`src/rtl/core/tvalu_i2d.sv`:
```
// Signed 64-bit integer to IEEE double, round to nearest even, two register stages.
// Depends on no package; used by the ALU top level.
`timescale 1ns / 1ps
module tvalu_i2d (
	input  logic        clk,
	input  logic [63:0] ival,
	output logic [63:0] dval
);
	logic        sgn_s1;
	logic [63:0] mag_s1;
	logic [5:0]  lz;
	logic [63:0] norm;
	logic [52:0] mant;
	logic        rnd;
	logic [53:0] msum;
	logic [10:0] ex;

	always_ff @(posedge clk) begin
		sgn_s1 <= ival[63];
		mag_s1 <= ival[63] ? (~ival + 64'd1) : ival;
	end

	always_comb begin
		lz = 6'd0;
		for (int i = 0; i < 64; i++) begin
			if (mag_s1[i]) lz = 6'(63 - i);
		end
		norm = mag_s1 << lz;
		mant = norm[63:11];
		rnd  = norm[10] & (norm[9:0] != 10'd0 | norm[11]);
		msum = {1'b0, mant} + {53'd0, rnd};
		ex   = 11'(1086 - {5'd0, lz}) + {10'd0, msum[53]};
	end

	always_ff @(posedge clk) begin
		if (mag_s1 == 64'd0) dval <= 64'd0;
		else dval <= {sgn_s1, ex, msum[53] ? msum[52:1] : msum[51:0]};
	end
endmodule

```
`config.mk`:
```
export PLATFORM = sky130hd
export DESIGN_NAME = tvalu_i2d
export DESIGN_NICKNAME = d
export VERILOG_FILES = /design/src/rtl/core/tvalu_i2d.sv
export SDC_FILE = /design/constraint.sdc
export NUM_CORES = 1
export LEC_CHECK = 0
export BUFFER_PORTS_ARGS = -buffer_cell sky130_fd_sc_hd__buf_2
export CAP_MARGIN = 25
export CORE_MARGIN = 2
export CORE_UTILIZATION = 35
export CTS_CLUSTER_DIAMETER = 120
export DETAILED_ROUTE_END_ITERATION = 10
export PLACE_DENSITY = 0.48
export SYNTH_ARGS = -nofsm -noshare
export SYNTH_HDL_FRONTEND = slang
export SYNTH_SLANG_ARGS = --single-unit
```
`constraint.sdc`:
```
create_clock -name clk -period 18.2 [get_ports clk]
set_clock_uncertainty 0.05 [all_clocks]
set_input_delay 3.64 -clock clk [delete_from_list [all_inputs] [get_ports clk]]
set_output_delay 3.64 -clock clk [all_outputs]
set_load 0.05 [all_outputs]
```
## Word-level counts from Yosys, hierarchy flattened

Index checks and enable logic that the tools add are counted.
Widths: inputs -> output; s select.

| storage, ports and cells | value |
|---|---|
| logic and storage cells | 80 |
| memories kept | 0 |
| register bits | 129 |
| output and inout bits | 64 |
| bits in latches | 0 |
| memory bits (read-only) | 0 |
| RAM bits | 0 |
| input bits | 65 |

| operators by class | value |
|---|---|
| bitwise operators | 3 |
| divide/modulo/power cells | 0 |
| multiply operators | 0 |
| magnitude comparators | 0 |
| add/sub/neg operators | 4 |
| eq/ne operators | 0 |
| shift operators | 1 |
| mux-type cells | 66 |
| reduce and logical (&&, ||, !) cells | 2 |

Operator list:

| cell | count |
|---|---|
| $mux 6 | 64 |
| $add 64x1->64 const B | 1 |
| $logic_not 64->1 | 1 |
| $not 64->64 | 1 |
| $shl 64x6->64 | 1 |
| $mux 63 | 1 |
| $add 53x1->54 | 1 |
| $mux 52 | 1 |
| $add 11x1->11 | 1 |
| $sub 11x6->11 const A | 1 |
| $reduce_bool 10->1 | 1 |
| $and 1x1->1 | 1 |
| $or 1x1->1 | 1 |

## Longest topological paths before layout

| logic depth | value |
|---|---|
| word-level depth | 70 |
| depth in mapped cells | 26 |
| mapped depth without buffers | 21 |

## Worst setup path after synthesis

Ideal clock, no wire load.

| timing path | value |
|---|---|
| kind | input port to flip-flop |
| start point | input port ival[0] |
| end point | register mag_s1[61] |
| buffers on the path | 1 |
| data arrival time | 8.082 ns |
| required time | 18.078 ns |
| setup slack | 9.995 ns |
| stages | 15 |
| cell sequence | nor3_2 > nand3_1 > or4_4 > or2_1 > nand2b_4 > or4_4 > or4_1 > or4_4 > or4_4 > or4_4 > buf_6 > or3_4 > nand2b_4 > o41ai_2 > xnor2_1 |

| between the ends | value |
|---|---|
| cells in the longest elaborated chain, start to end | 3 |

RTL lines:

| element | RTL line | RTL |
|---|---|---|
| start: declaration | 6 | `input logic [63:0] ival,` |
| $not 64->64 | 20 | `mag_s1 <= ival[63] ? (~ival + 64'd1) : ival;` |
| $add 64x1->64 | 20 |  |
| $mux 63 | 20 |  |
| end signal: assignment | 20 |  |
| end: declaration | 10 | `logic [63:0] mag_s1;` |

No other way between the ends.
A chain may end at the register's enable or synchronous reset.

## Worst setup path after layout

| timing path | value |
|---|---|
| start point | input port ival[1] |
| end point | register mag_s1[54] |

The elaborated chain is that of the path after synthesis.

==> results_dict.tcl <==
set metrics [dict create \
    status "complete, no violations" \
    crit_fanout 8 \
    synth-compound-area-share 0.3040 \
    peakVddDrop_mv 0.07095 \
    synth_xor_area_frac 0.07454 \
    io_buffer_count 128 \
    coreArea_mm2 0.03531 \
    crit_cells 17 \
    synthMuxAreaShare 0.09584 \
    worst_setup_path_start_kind "input port" \
    arrival_ns 8.56 \
    htreeDepth 4 \
    vias 14000 \
    grt_antenna_before_repair 0 \
    grt_pass1_vias 13090 \
    drive_above_1_share 0.1585 \
    cts_buffers 17 \
    p_leak_nw 5.275 \
    maxCapViolations 0 \
    wl_per_cell_um 26.24 \
    async_flop_share 0 \
    tightest_slew_ns 1.111 \
    yosys_warnings 0 \
    synth_edf_count 0 \
    die_w_um 192.6 \
    setup_violations 0 \
    vias_per_cell 6.414 \
    relSlewSlack 0.2535 \
    synthFlopType "dfxtp_1" \
    fin_ws_ns 9.978 \
    dp_hpwl_mm 44.67 \
    drc 0 \
    required_ns 18.54 \
    path_clk_slew_ns 0.06 \
    grt_max_degree 72 \
    start_util 0.3527 \
    wl_mm 57.29 \
    clock_sinks 129 \
    yosys-top-cells-count "nand2_1 (153), nor2_1 (134), dfxtp_1 (129)" \
    antenna_left 0 \
    ys_ff_latch 129 \
    die_h_um 192.6 \
    synth-adder-area-share 0.004018 \
    nNetsFinal 1778 \
    netlist_instances 1657 \
    worstPathCellList "buf_2 > inv_1 > ha_1 > nor2b_1 > nand3_1 > or4_1 > or2_2 > inv_1 > nand2_1 > or4_1 > or4_1 > or4_1 > or4_1 > or4_1 > or3_1 > o41ai_1 > xnor2_1" \
    period_share 0.4518 \
    first_iter_violations 1326 \
    max_freq_mhz 121.6 \
    rsz0062_at_grt "no" \
    rows 69 \
    hold_violations 0 \
    drv_slew 0 \
    io_pins 129 \
    ys_seq_area_frac 0.2074 \
    firstDrtPassIters 6 \
    synth.area.top_cells "dfxtp_1 (21%), mux2i_1 (7.4%), xnor2_1 (6.1%), nand2_1 (4.6%), nor2_1 (4.0%)" \
    postCtsSetupRepairBufs 0 \
    crit_top_cell "or4_1" \
    place_ws_ns 9.500 \
    grt_usage 0.3082 \
    yosysUniqueCellTypes 100 \
    whs_path_depth 1 \
    clockRootBuffer "clkbuf_16" \
    syn_area_per_cell_um2 7.516 \
    power_density_mw_per_mm2 108.0 \
    grt_pass1_wl_mm 84.74 \
    slowest_delay_ns 0.59 \
    yosys.area.top_type_share 0.2074 \
    area_delta_synth_final_pct 12.51 \
    synth_fp_nets 1726 \
    path_class "in2reg" \
    critPathBufInv 3 \
    hold_path.class "reg2reg" \
    tns_ns 0 \
    synth_top_family_by_area "compound AO/OA/AOI/OAI gates" \
    reg2reg_depth 17 \
    n_antenna_cell 0 \
    worstSetupEndpointType "flip-flop" \
    dieArea_mm2 0.03711 \
    clkLatencyLatePin_ns 0.46 \
    synth_most_common_cell "nand2_1" \
    cp_top_family "simple AND/OR/NAND/NOR gates" \
    grt-ovfl-total 0 \
    synth_top_cell_by_area "dfxtp_1" \
    clockBufferDepth 2 \
    whs_ns 0.3879 \
    syn_area_mm2 0.01245 \
    tritoncts "done" \
    cp_slowest_cell "or4_1" \
    ctsHoldBuffers 0 \
    gp_congestion 0.9752 \
    period_minus_slack_ns 8.222 \
    cts_resized 0 \
    synth-simple-area-share 0.2560 \
]
final cells by class:
type,count,area [um^2]
clock buffers,18,429.2
fillers,3712,21300
well taps,461,576.8
repair buffers,165,928.4
multi-input cells,1372,9205
clock inverters,14,200.2
inverters,24,90.09
flip-flops and latches,129,2582
where the power goes:
group	internal [W]	leakage, nW	switching [W]	total, W
Clock	0.000230	0.298	0.000138	0.000369
Combinational	0.000224	3.89	0.000536	0.000760
Sequential	0.000338	1.09	0.0000475	0.000385
layer usage:
| layer | wire [um] | GRT usage | vias up |
|---|---|---|---|
| met5 | 0 | 0 | - |
| met3 | 4479 | 0.05674 | 136 |
| met2 | 25180 | 0.4792 | 733 |
| met1 | 24720 | 0.4060 | 6685 |
| li1 | - | - | 6447 |
| met4 | 2909 | 0.1571 | 0 |
kinds of logic (layout without fill, tap and decap cells):
logic type,after synthesis,in the layout
XOR/XNOR,106,106
adder cells (fa/ha/maj),4,4
buffers and inverters,156,221
AO/OA/AOI/OAI,529,529
multiplexers,116,116
flip-flops,129,129
AND/OR/NAND/NOR,617,617
cells in the final DEF (no fill, tap or decap), types with 12 or more instances in the layout:
cell / instances
nand2b_1: 19
nand4_1: 18
a211oi_1: 44
a221oi_1: 14
or4_1: 29
dfxtp_1: 129
a31oi_1: 19
mux2i_1: 92
a21oi_1: 72
nand3_1: 100
inv_1: 22
o21ai_0: 96
a32oi_1: 13
buf_2: 128
nor2_1: 133
a211o_1: 12
o41ai_1: 12
nand2_1: 153
xor2_1: 19
nor3_1: 46
xnor2_1: 87
mux2_2: 21
and3_1: 15
o21a_1: 13
o31ai_1: 28
clkbuf_16: 17
o211ai_1: 51
buf_4: 35
nor4_1: 24
a22oi_1: 12
state kept, by name (all words and copies together), names as in the netlist:
name    cells
dval       64
mag_s1     64
sgn_s1      1
worst paths after layout:
kind,from,to,slack [ns]
hold reg to reg,sgn_s1$_DFF_P_,dval[63]$_SDFF_PN0_,0.39
setup reg to reg,mag_s1[37]$_DFF_P_,dval[1]$_SDFF_PN0_,10.15
setup / recovery,ival[1],mag_s1[54]$_DFF_P_,9.98
hold / removal,sgn_s1$_DFF_P_,dval[63]$_SDFF_PN0_,0.39
stage by stage:
stage                     utilization  instances  total power, W  cell area [um^2]
after global routing           0.3968       2183        0.001584             14010
after detailed placement       0.3783       2149        0.001132             13360
after floorplan                     -       1657       0.0009047             12450
final                          0.3968       2183        0.001514             14010
after global placement         0.3783       2149        0.001131             13360
after CTS                      0.3961       2181        0.001505             13990
Power figures use the tool's default switching activity.
